===== src/rtl/rmmm_pkg.sv =====
// Shared types and constants for the running min/max/mean summary block.
// Used by the controller, the datapath and the top level; depends on nothing.

package rmmm_pkg;

  // Controller states.
  typedef enum logic [1:0] {
    ST_IDLE,
    ST_DIV,
    ST_LOAD
  } rmmm_state_e;

  // Commands from the controller to the datapath.
  typedef struct packed {
    logic take_sample;  // fold a non-negative reading into the run
    logic start_div;    // snapshot the run, start the mean division, clear the run
    logic div_step;     // one restoring-division step
    logic load_out;     // move the finished summary into the output register
  } rmmm_cmd_t;

  // Status from the datapath to the controller.
  typedef struct packed {
    logic sample_neg;   // current input reading is an end marker
  } rmmm_stat_t;

  // Bit positions of the result flags in the output tuser.
  localparam int unsigned TUSER_EMPTY = 0;
  localparam int unsigned TUSER_OVF   = 1;
  localparam int unsigned TUSER_W     = 2;

endpackage


===== src/rtl/rmmm_ctrl.sv =====
// Controller state machine for the running min/max/mean summary block.
// Depends on rmmm_pkg for the state enum and the command/status structs.

module rmmm_ctrl
  import rmmm_pkg::*;
#(
  parameter int MAG_W = 15
) (
  input  logic       clk_i,
  input  logic       rst_ni,
  input  logic       in_valid_i,
  output logic       in_ready_o,
  output logic       out_valid_o,
  input  logic       out_ready_i,
  input  rmmm_stat_t stat_i,
  output rmmm_cmd_t  cmd_o
);

  localparam int STEP_W = $clog2(MAG_W);

  rmmm_state_e      state_q, state_d;
  logic [STEP_W-1:0] step_q, step_d;
  logic              out_valid_q, out_valid_d;
  logic              out_free;
  logic              last_step;

  assign out_free  = !out_valid_q || out_ready_i;
  assign last_step = (step_q == STEP_W'(MAG_W - 1));

  // Next-state logic.
  always_comb begin
    state_d = state_q;
    unique case (state_q)
      ST_IDLE: begin
        if (in_valid_i && stat_i.sample_neg) begin
          state_d = ST_DIV;
        end
      end
      ST_DIV: begin
        if (last_step) begin
          state_d = ST_LOAD;
        end
      end
      ST_LOAD: begin
        if (out_free) begin
          state_d = ST_IDLE;
        end
      end
      default: state_d = ST_IDLE;
    endcase
  end

  // Output and command decode.
  always_comb begin
    in_ready_o = 1'b0;
    cmd_o      = '0;
    unique case (state_q)
      ST_IDLE: begin
        in_ready_o        = 1'b1;
        cmd_o.take_sample = in_valid_i && !stat_i.sample_neg;
        cmd_o.start_div   = in_valid_i && stat_i.sample_neg;
      end
      ST_DIV: begin
        cmd_o.div_step = 1'b1;
      end
      ST_LOAD: begin
        cmd_o.load_out = out_free;
      end
      default: begin
        in_ready_o = 1'b0;
      end
    endcase
  end

  // Division step counter; it restarts with each end marker.
  always_comb begin
    step_d = step_q;
    if (cmd_o.start_div) begin
      step_d = '0;
    end else if (cmd_o.div_step) begin
      step_d = step_q + STEP_W'(1);
    end
  end

  // The output register holds its request until the sink takes it.
  always_comb begin
    out_valid_d = out_valid_q;
    if (cmd_o.load_out) begin
      out_valid_d = 1'b1;
    end else if (out_ready_i) begin
      out_valid_d = 1'b0;
    end
  end

  assign out_valid_o = out_valid_q;

  always_ff @(posedge clk_i or negedge rst_ni) begin
    if (!rst_ni) begin
      state_q     <= ST_IDLE;
      step_q      <= '0;
      out_valid_q <= 1'b0;
    end else begin
      state_q     <= state_d;
      step_q      <= step_d;
      out_valid_q <= out_valid_d;
    end
  end

endmodule


===== src/rtl/rmmm_datapath.sv =====
// Datapath for the running min/max/mean summary block: run statistics,
// a restoring divider for the mean, and the output register.
// Depends on rmmm_pkg for the command/status structs.

module rmmm_datapath
  import rmmm_pkg::*;
#(
  parameter int COUNT_WIDTH  = 16,
  parameter int SAMPLE_WIDTH = 16
) (
  input  logic                    clk_i,
  input  logic                    rst_ni,
  input  rmmm_cmd_t               cmd_i,
  output rmmm_stat_t              stat_o,
  input  logic [SAMPLE_WIDTH-1:0] reading_i,
  output logic [COUNT_WIDTH-1:0]  sample_count_o,
  output logic [SAMPLE_WIDTH-2:0] min_value_o,
  output logic [SAMPLE_WIDTH-2:0] max_value_o,
  output logic [SAMPLE_WIDTH-2:0] mean_value_o,
  output logic                    empty_run_o,
  output logic                    count_overflow_o
);

  localparam int MAG_W = SAMPLE_WIDTH - 1;
  localparam int SUM_W = MAG_W + COUNT_WIDTH;

  logic [MAG_W-1:0]       sample;
  logic [COUNT_WIDTH-1:0] count_q, count_d;
  logic [SUM_W-1:0]       sum_q, sum_d;
  logic [MAG_W-1:0]       min_q, min_d;
  logic [MAG_W-1:0]       max_q, max_d;
  logic                   drop_q, drop_d;

  logic [COUNT_WIDTH-1:0] rem_q, den_q;
  logic [MAG_W-1:0]       quo_q;
  logic [COUNT_WIDTH:0]   trial;
  logic                   fits;

  logic [COUNT_WIDTH-1:0] snap_count_q;
  logic [MAG_W-1:0]       snap_min_q, snap_max_q;
  logic                   snap_drop_q, snap_empty_q;

  assign sample            = reading_i[MAG_W-1:0];
  assign stat_o.sample_neg = reading_i[SAMPLE_WIDTH-1];

  // Run statistics update; a full count drops the sample and flags it.
  always_comb begin
    count_d = count_q;
    sum_d   = sum_q;
    min_d   = min_q;
    max_d   = max_q;
    drop_d  = drop_q;
    if (cmd_i.start_div) begin
      count_d = '0;
      sum_d   = '0;
      min_d   = '1;
      max_d   = '0;
      drop_d  = 1'b0;
    end else if (cmd_i.take_sample) begin
      if (&count_q) begin
        drop_d = 1'b1;
      end else begin
        count_d = count_q + COUNT_WIDTH'(1);
        sum_d   = sum_q + SUM_W'(sample);
        if (sample < min_q) begin
          min_d = sample;
        end
        if (sample > max_q) begin
          max_d = sample;
        end
      end
    end
  end

  always_ff @(posedge clk_i or negedge rst_ni) begin
    if (!rst_ni) begin
      count_q <= '0;
      sum_q   <= '0;
      min_q   <= '1;
      max_q   <= '0;
      drop_q  <= 1'b0;
    end else begin
      count_q <= count_d;
      sum_q   <= sum_d;
      min_q   <= min_d;
      max_q   <= max_d;
      drop_q  <= drop_d;
    end
  end

  // Restoring division step. The mean never exceeds the largest sample, so
  // the upper sum bits start below the divisor and only MAG_W quotient bits
  // are produced.
  assign trial = {rem_q, quo_q[MAG_W-1]};
  assign fits  = (trial >= {1'b0, den_q});

  always_ff @(posedge clk_i) begin
    if (cmd_i.start_div) begin
      rem_q        <= sum_q[SUM_W-1:MAG_W];
      quo_q        <= sum_q[MAG_W-1:0];
      den_q        <= count_q;
      snap_count_q <= count_q;
      snap_min_q   <= min_q;
      snap_max_q   <= max_q;
      snap_drop_q  <= drop_q;
      snap_empty_q <= (count_q == '0);
    end else if (cmd_i.div_step) begin
      if (fits) begin
        rem_q <= COUNT_WIDTH'(trial - {1'b0, den_q});
      end else begin
        rem_q <= trial[COUNT_WIDTH-1:0];
      end
      quo_q <= {quo_q[MAG_W-2:0], fits};
    end
  end

  // Output register; an empty run reports a zero mean.
  always_ff @(posedge clk_i) begin
    if (cmd_i.load_out) begin
      sample_count_o   <= snap_count_q;
      min_value_o      <= snap_min_q;
      max_value_o      <= snap_max_q;
      mean_value_o     <= snap_empty_q ? '0 : quo_q;
      empty_run_o      <= snap_empty_q;
      count_overflow_o <= snap_drop_q;
    end
  end

endmodule


===== src/rtl/running_min_max_mean_summary.sv =====
// Running min/max/mean summary. A non-negative reading is taken and
// folded into the run. A negative reading ends the run: once it is taken
// the input is held off for the steps of the bit-serial mean divider
// (SAMPLE_WIDTH-1 steps) and the load of the output register, and longer
// if the previous summary has not yet been taken. Readings are accepted
// while a finished summary waits at the output. Depends on rmmm_pkg,
// rmmm_ctrl, rmmm_datapath.

module running_min_max_mean_summary
  import rmmm_pkg::*;
#(
  parameter int COUNT_WIDTH  = 16,
  parameter int SAMPLE_WIDTH = 16
) (
  input  logic clk_i,
  input  logic rst_ni,
  // tdata: reading
  input  logic [((SAMPLE_WIDTH + 7) / 8) * 8 - 1:0] s_axis_tdata,
  input  logic s_axis_tvalid,
  output logic s_axis_tready,
  // tdata: sample_count, min_value, max_value, mean_value
  output logic [((COUNT_WIDTH + 3 * (SAMPLE_WIDTH - 1) + 7) / 8) * 8 - 1:0] m_axis_tdata,
  // tuser: empty_run, count_overflow
  output logic [TUSER_W-1:0] m_axis_tuser,
  output logic m_axis_tvalid,
  input  logic m_axis_tready
);

  localparam int MAG_W   = SAMPLE_WIDTH - 1;
  localparam int FIELD_W = COUNT_WIDTH + 3 * MAG_W;
  localparam int OUT_W   = ((FIELD_W + 7) / 8) * 8;

  rmmm_cmd_t              cmd;
  rmmm_stat_t             stat;
  logic [COUNT_WIDTH-1:0] sample_count;
  logic [MAG_W-1:0]       min_value, max_value, mean_value;
  logic                   empty_run, count_overflow;

  rmmm_ctrl #(
    .MAG_W (MAG_W)
  ) u_ctrl (
    .clk_i       (clk_i),
    .rst_ni      (rst_ni),
    .in_valid_i  (s_axis_tvalid),
    .in_ready_o  (s_axis_tready),
    .out_valid_o (m_axis_tvalid),
    .out_ready_i (m_axis_tready),
    .stat_i      (stat),
    .cmd_o       (cmd)
  );

  rmmm_datapath #(
    .COUNT_WIDTH  (COUNT_WIDTH),
    .SAMPLE_WIDTH (SAMPLE_WIDTH)
  ) u_datapath (
    .clk_i            (clk_i),
    .rst_ni           (rst_ni),
    .cmd_i            (cmd),
    .stat_o           (stat),
    .reading_i        (s_axis_tdata[SAMPLE_WIDTH-1:0]),
    .sample_count_o   (sample_count),
    .min_value_o      (min_value),
    .max_value_o      (max_value),
    .mean_value_o     (mean_value),
    .empty_run_o      (empty_run),
    .count_overflow_o (count_overflow)
  );

  // Pack the result fields, sample_count in the lowest bits and mean_value highest.
  assign m_axis_tdata = OUT_W'({mean_value, max_value, min_value, sample_count});

  always_comb begin
    m_axis_tuser              = '0;
    m_axis_tuser[TUSER_EMPTY] = empty_run;
    m_axis_tuser[TUSER_OVF]   = count_overflow;
  end

endmodule


===== config.mk =====
export PLATFORM = sky130hd
export DESIGN_NAME = running_min_max_mean_summary
export DESIGN_NICKNAME = d
export VERILOG_FILES = /design/src/rtl/rmmm_pkg.sv /design/src/rtl/rmmm_ctrl.sv /design/src/rtl/rmmm_datapath.sv /design/src/rtl/running_min_max_mean_summary.sv
export SDC_FILE = /design/constraint.sdc
export NUM_CORES = 1
export LEC_CHECK = 0
export ABC_AREA = 1
export ABC_CLOCK_PERIOD_IN_PS = 4380
export BUFFER_PORTS_ARGS = -buffer_cell sky130_fd_sc_hd__buf_2
export CAP_MARGIN = 20
export CORE_MARGIN = 2
export CORE_UTILIZATION = 45
export CTS_CLUSTER_DIAMETER = 150
export DETAILED_ROUTE_END_ITERATION = 8
export GPL_TIMING_DRIVEN = 0
export PLACE_DENSITY_LB_ADDON = 0.05
export SYNTH_ARGS = -nofsm -noshare
export SYNTH_HDL_FRONTEND = slang
export SYNTH_SLANG_ARGS = --single-unit

===== constraint.sdc =====
create_clock -name clk_i -period 4.38 [get_ports clk_i]
set_input_delay 0.876 -clock clk_i [delete_from_list [all_inputs] [get_ports clk_i]]
set_output_delay 0.876 -clock clk_i [all_outputs]
set_load 0.05 [all_outputs]

# --- Word-level counts from Yosys, hierarchy flattened ---
# Cells that the tools add are included.
totals:
  wordCells: 88
  in_bits: 20
  register_bits: 227
  out_inout_bits: 68
op_classes:
  mux: 34
  order_cmp: 3
  add_sub_neg: 4
  n_eq_ne: 7
  reduce_logical: 19
ops:
  columns: ["operator", "n"]
  rows:
  - ["$mux 15", 10]
  - ["$mux 16", 6]
  - ["$mux 31", 3]
  - ["$add 31x15->31", 1]
  - ["$ge 17x16->1", 1]
  - ["$add 16x1->16 const B", 1]
  - ["$logic_not 16->1", 1]
  - ["$reduce_and 16->1", 1]
  - ["$sub 16x16->16", 1]
  - ["$gt 15x15->1", 1]
  - ["$lt 15x15->1", 1]
  - ["$reduce_bool 2->1", 6]
  - ["$reduce_and 3->1", 3]
  - ["$mux 1", 8]
  - ["$mux 2", 4]
  - ["$mux 4", 2]
  - ["$ne 2x1->1 const B", 3]
  - ["$pmux 2 s3", 1]
  - ["$add 4x1->4 const B", 1]
  - ["$eq 4x4->1 const B", 1]
  - ["$reduce_and 2->1", 2]
  - ["$eq 2x1->1 const B", 1]
  - ["$eq 2x2->1 const B", 1]
  - ["$logic_and 1x1->1", 2]
  - ["4 further kinds", 5]

# --- Longest topological paths before layout ---
depth:
  word_depth: 5
  mapped_depth: 15
  depth_no_buf: 14

# --- Hierarchy ---
# From an unflattened synthesis, not the netlist that was laid out.
unflattened:
  cells_unflattened: 1378
  area_unflattened_um2: 12110.4
by_module_without_submodules:
  columns: ["module", "seq_area_each_um2", "instances", "cells_per_inst", "area_per_inst_um2"]
  rows:
  - ["rmmm_datapath", 6234.7, 1, 1323, 11672.4]
  - ["rmmm_ctrl", 175.2, 1, 49, 396.6]
  - ["running_min_max_mean_summary", 0.0, 1, 6, 41.3]

# --- Worst setup path after synthesis ---
# OpenSTA, ideal clock, no wires.
synth_path:
  kind: "input -> register"
  start: "input port m_axis_tready"
  end: "register u_datapath.count_overflow_o (enable)"
  setup_slack_ns: 0.319
  required_ns: 3.895
  t_arrival_ns: 3.576
  path_buffers: 0
  setup_ns: 0.485
  cell_stages: 2
  path_cell_list: "nor2_1 -> nor2_1"
synth_rtl:
  columns: ["element", "line", "source"]
  rows:
  - ["from (decl)", "running_min_max_mean_summary.sv:26", "input logic m_axis_tready"]
  - ["to (signal assigned)", "rmmm_datapath.sv:125", "count_overflow_o <= snap_drop_q;"]
  - ["to (decl)", "rmmm_datapath.sv:21", "output logic count_overflow_o"]

# --- Worst setup path after layout ---
layout_path:
  start: "register u_datapath.den_q[8]"
  end: "register u_datapath.rem_q[12] (data pin)"
layout_between:
  elab_chain_cells: 4
  word_cells_on_any_way: 5
layout_rtl:
  columns: ["element", "line", "source"]
  rows:
  - ["from (decl)", "rmmm_datapath.sv:34", "logic [COUNT_WIDTH-1:0] rem_q, den_q;"]
  - ["from (signal assigned)", "rmmm_datapath.sv:101", "den_q <= count_q;"]
  - ["$sub 16x16->16 / $ge 17x16->1 (equally long branches)", "rmmm_datapath.sv:109, rmmm_datapath.sv:95", null]
  - ["$mux 16 *", "rmmm_datapath.sv:108", "if (fits) begin"]
  - ["$mux 16 *", "rmmm_datapath.sv:107", "end else if (cmd_i.div_step) begin"]
  - ["$mux 16 *", "rmmm_datapath.sv:98", "if (cmd_i.start_div) begin"]
  - ["to (signal assigned)", "rmmm_datapath.sv:99", "rem_q <= sum_q[SUM_W-1:MAG_W];"]
  - ["to (signal assigned)", "rmmm_datapath.sv:109", "rem_q <= COUNT_WIDTH'(trial - {1'b0, den_q});"]
  - ["to (signal assigned)", "rmmm_datapath.sv:111", "rem_q <= trial[COUNT_WIDTH-1:0];"]
  - ["to (decl)", "rmmm_datapath.sv:34", null]
# Mark *: on every way between the ends. The rest lies on a longest branch, timed or not. The select of a mux whose other input is x is not followed.
# A chain may end at the register's enable or synchronous reset.

==> run metrics <==
slew at the pin closest to its max-slew limit=705.6 ps; Root Buffer=clkbuf_16; unique cell type count in the Yosys netlist=41; top cells by count, synth=427 x nand2_1, 181 x inv_1, 142 x edfxtp_1; Placed Cells incl. Taps=1813; Final Setup Violations=0; Worst EP required=4680 ps; CTS max path bufs=3; r2r worst-path depth=12; peak fanout along the critical path=10; Worst-path clk slew=60 ps; Flop pwr share=0.386; Period Utilization, post-route=0.5690; type of the worst setup path=flip-flop to flip-flop; ys async rst share=0.3744; Clock Latency Late Sink=550 ps; Overall Power=0.008698 W; HP Class=input pin to async pin; Gate power share=0.364; port bufs=84; row count=59; Die Area=28070 um2; Max rail drop VDD=0.2616 mV; vias in the first global route=8994; Synth Area per Inst=8.676 um2; Post-Layout Cell Count=1863; setup_tns=0 ps; failing checks=DRC; Static Leak=6.544 nW; post-DR wirelength/cell=16.36 um; WP data arrival=2790 ps; RR Endpoint=u_datapath.rem_q[12]$_DFFE_PP_; Mapped Cells=1387; initial antenna violation count=0; sequential share of the synthesized area=0.5326; Routability Congestion=0.9134; clock power share=0.250; flop2flop setup slack=1890 ps; 1st-iter DRT viols=686; r2r startpoint=u_datapath.den_q[8]$_DFFE_PP_; final core occ=0.5308; htree depth=1; Sw Share=0.3850; # diodes=0; Die Wd=167.5 um; post-cts resize count=0; GRT Residual Overflow=0; CTS Sinks=227; post-synthesis cell area=12030 um2; maximum clock rate=401.2 MHz; DRC Markers=8; Via Count=9403; Num CTS Buffers=27; Setup crit start kind=flip-flop; Post-synth EDFFs=142; Post-CTS Setup Inserts=0; dominant synthesized flop cell=edfxtp_1; DR vias/cell=5.047; first-pass GRT wire length=49180 um; cell internal pwr=0.005349 W; io pins=88; pwr dens=627.0 nW/um2; Syn-to-layout area delta=15.27%; Final min period=2492 ps; CP endpoint kind=flip-flop; cell taking the most area after synthesis=edfxtp_1; Syn. warnings=0; core footprint=26130 um2; run status=complete, but fails checks; Max Cap Viol=0; CTS tree=built; fin. max-slew vios=0; HPWL Detailed=23360 um; Synth area leaders=edfxtp_1 35%, dfrtp_1 15%, nand2_1 13%; largest net degree at the start of global routing=62; clk_skew=10.68 ps; count leader, synth=nand2_1; final wirelength=30490 um; Slew HR=0.5296; DRT Pass-1 Iters=7; sw power=0.003349 W; Fin Hold WS=258.8 ps; Final Hold Vio Count=0; RSZ-0062 raised after global routing=false; Synth top area share=0.3543; Initial Util=0.4605; GRT Total Usage=0.2225; register bit total from synthesis=227; cts hold-fix bufs=0; Nets=1593; Vert. Die Dim=167.5 um; share of cells above drive strength 1=0.1204; Final ANT Viol Nets=0
[cells by family after synthesis]
family | synth area share
xor+xnor | 0.01383
flops | 0.5326
simple gates | 0.2572
buf+inv | 0.07351
other cells | 0.0003116
fa+ha+maj | 0.06987
compound gates | 0.05261
[routing by layer]
metal,up-vias,share of wire,global-route usage
li1,4775,-,-
met5,-,0,0
met4,0,0.011,0.04121
met2,241,0.42,0.3379
met1,4356,0.50,0.3457
met3,31,0.063,0.02694
[metrics by stage]
stage               area (um2)  setup slack, ps
floorplan                12040            318.6
global placement         12880            -1316
detailed placement       13010             1437
CTS                      13870             1876
global route             13870             1627
finish                   13870             1888
[worst max-delay path, cell delays in order (launching register included)]
cell and delay [ps]:
edfxtp_1 370, inv_1 60, ha_1 360, nand2_1 140
nor2_1 160, nand4_1 120, nand3_1 130, nand2_1 190
nand2_2 250, buf_4 200, nand2_1 70, nand3_1 120
nand2_1 70
[registers in the layout (all words and copies together), names as in the netlist, 2 cells and up]
name / count
u_datapath.sum_q: 31
u_datapath.snap_min_q: 15
u_datapath.rem_q: 16
u_datapath.sample_count_o: 16
u_datapath.min_q: 15
u_ctrl.state_q: 2
u_datapath.mean_value_o: 15
u_datapath.count_q: 16
u_datapath.min_value_o: 15
u_ctrl.step_q: 4
u_datapath.den_q: 16
u_datapath.max_value_o: 15
u_datapath.quo_q: 15
u_datapath.max_q: 15
u_datapath.snap_max_q: 15
[placed cells by master, fill, tap and decap left out, types with 4 or more instances in the layout]
| cell type | instances |
|---|---|
| nor2_1 | 125 |
| nor2_2 | 4 |
| a21oi_1 | 54 |
| a21o_1 | 4 |
| edfxtp_1 | 142 |
| clkbuf_16 | 27 |
| buf_1 | 4 |
| dfstp_2 | 15 |
| o21ai_0 | 42 |
| clkinv_2 | 6 |
| nand4_1 | 21 |
| ha_1 | 64 |
| clkbuf_1 | 15 |
| o31ai_1 | 6 |
| xor2_1 | 8 |
| nor3_1 | 11 |
| buf_4 | 11 |
| xnor2_1 | 11 |
| o21ai_1 | 4 |
| dfrtp_1 | 70 |
| nand3b_1 | 15 |
| nand3_1 | 115 |
| buf_2 | 96 |
| inv_1 | 181 |
| clkinv_1 | 4 |
| nand2_1 | 427 |
[worst max-delay path by stage]
stage | startpoint | slack, ps | to
4_1_cts | u_ctrl.state_q[0]$_DFFE_PN0P_ | 1880 | u_datapath.rem_q[14]$_DFFE_PP_
3_5_place_dp | s_axis_tvalid | 1440 | u_datapath.rem_q[14]$_DFFE_PP_
2_1_floorplan | m_axis_tready | 320 | u_datapath.count_overflow_o$_DFFE_PP_
3_3_place_gp | m_axis_tready | -1320 | u_datapath.mean_value_o[4]$_SDFFCE_PP0P_
5_1_grt | u_datapath.den_q[7]$_DFFE_PP_ | 1630 | u_datapath.rem_q[12]$_DFFE_PP_
6_report | u_datapath.den_q[8]$_DFFE_PP_ | 1890 | u_datapath.rem_q[12]$_DFFE_PP_
[cell type report]
type	count	area, um2
fillers	2494	12260
flip-flops and latches	227	6410
multi-input cells	941	4755
clock buffers	33	708.2
inverters	184	693.2
repair buffers	89	538.0
well taps	335	419.2
plain buffers	37	192.7
clock inverters	17	156.4
[power by group through the flow]
stage	clock, W	combinational, W	sequential, W
6_report	0.00217	0.00316	0.00336
4_1_cts	0.00222	0.00316	0.00335
3_3_place_gp	0	0.00307	0.00339
2_1_floorplan	0	0.00231	0.00327
5_1_grt	0.00231	0.00367	0.00342
3_5_place_dp	0	0.00314	0.00339
Note: power is estimated with default switching activity, not from simulation.
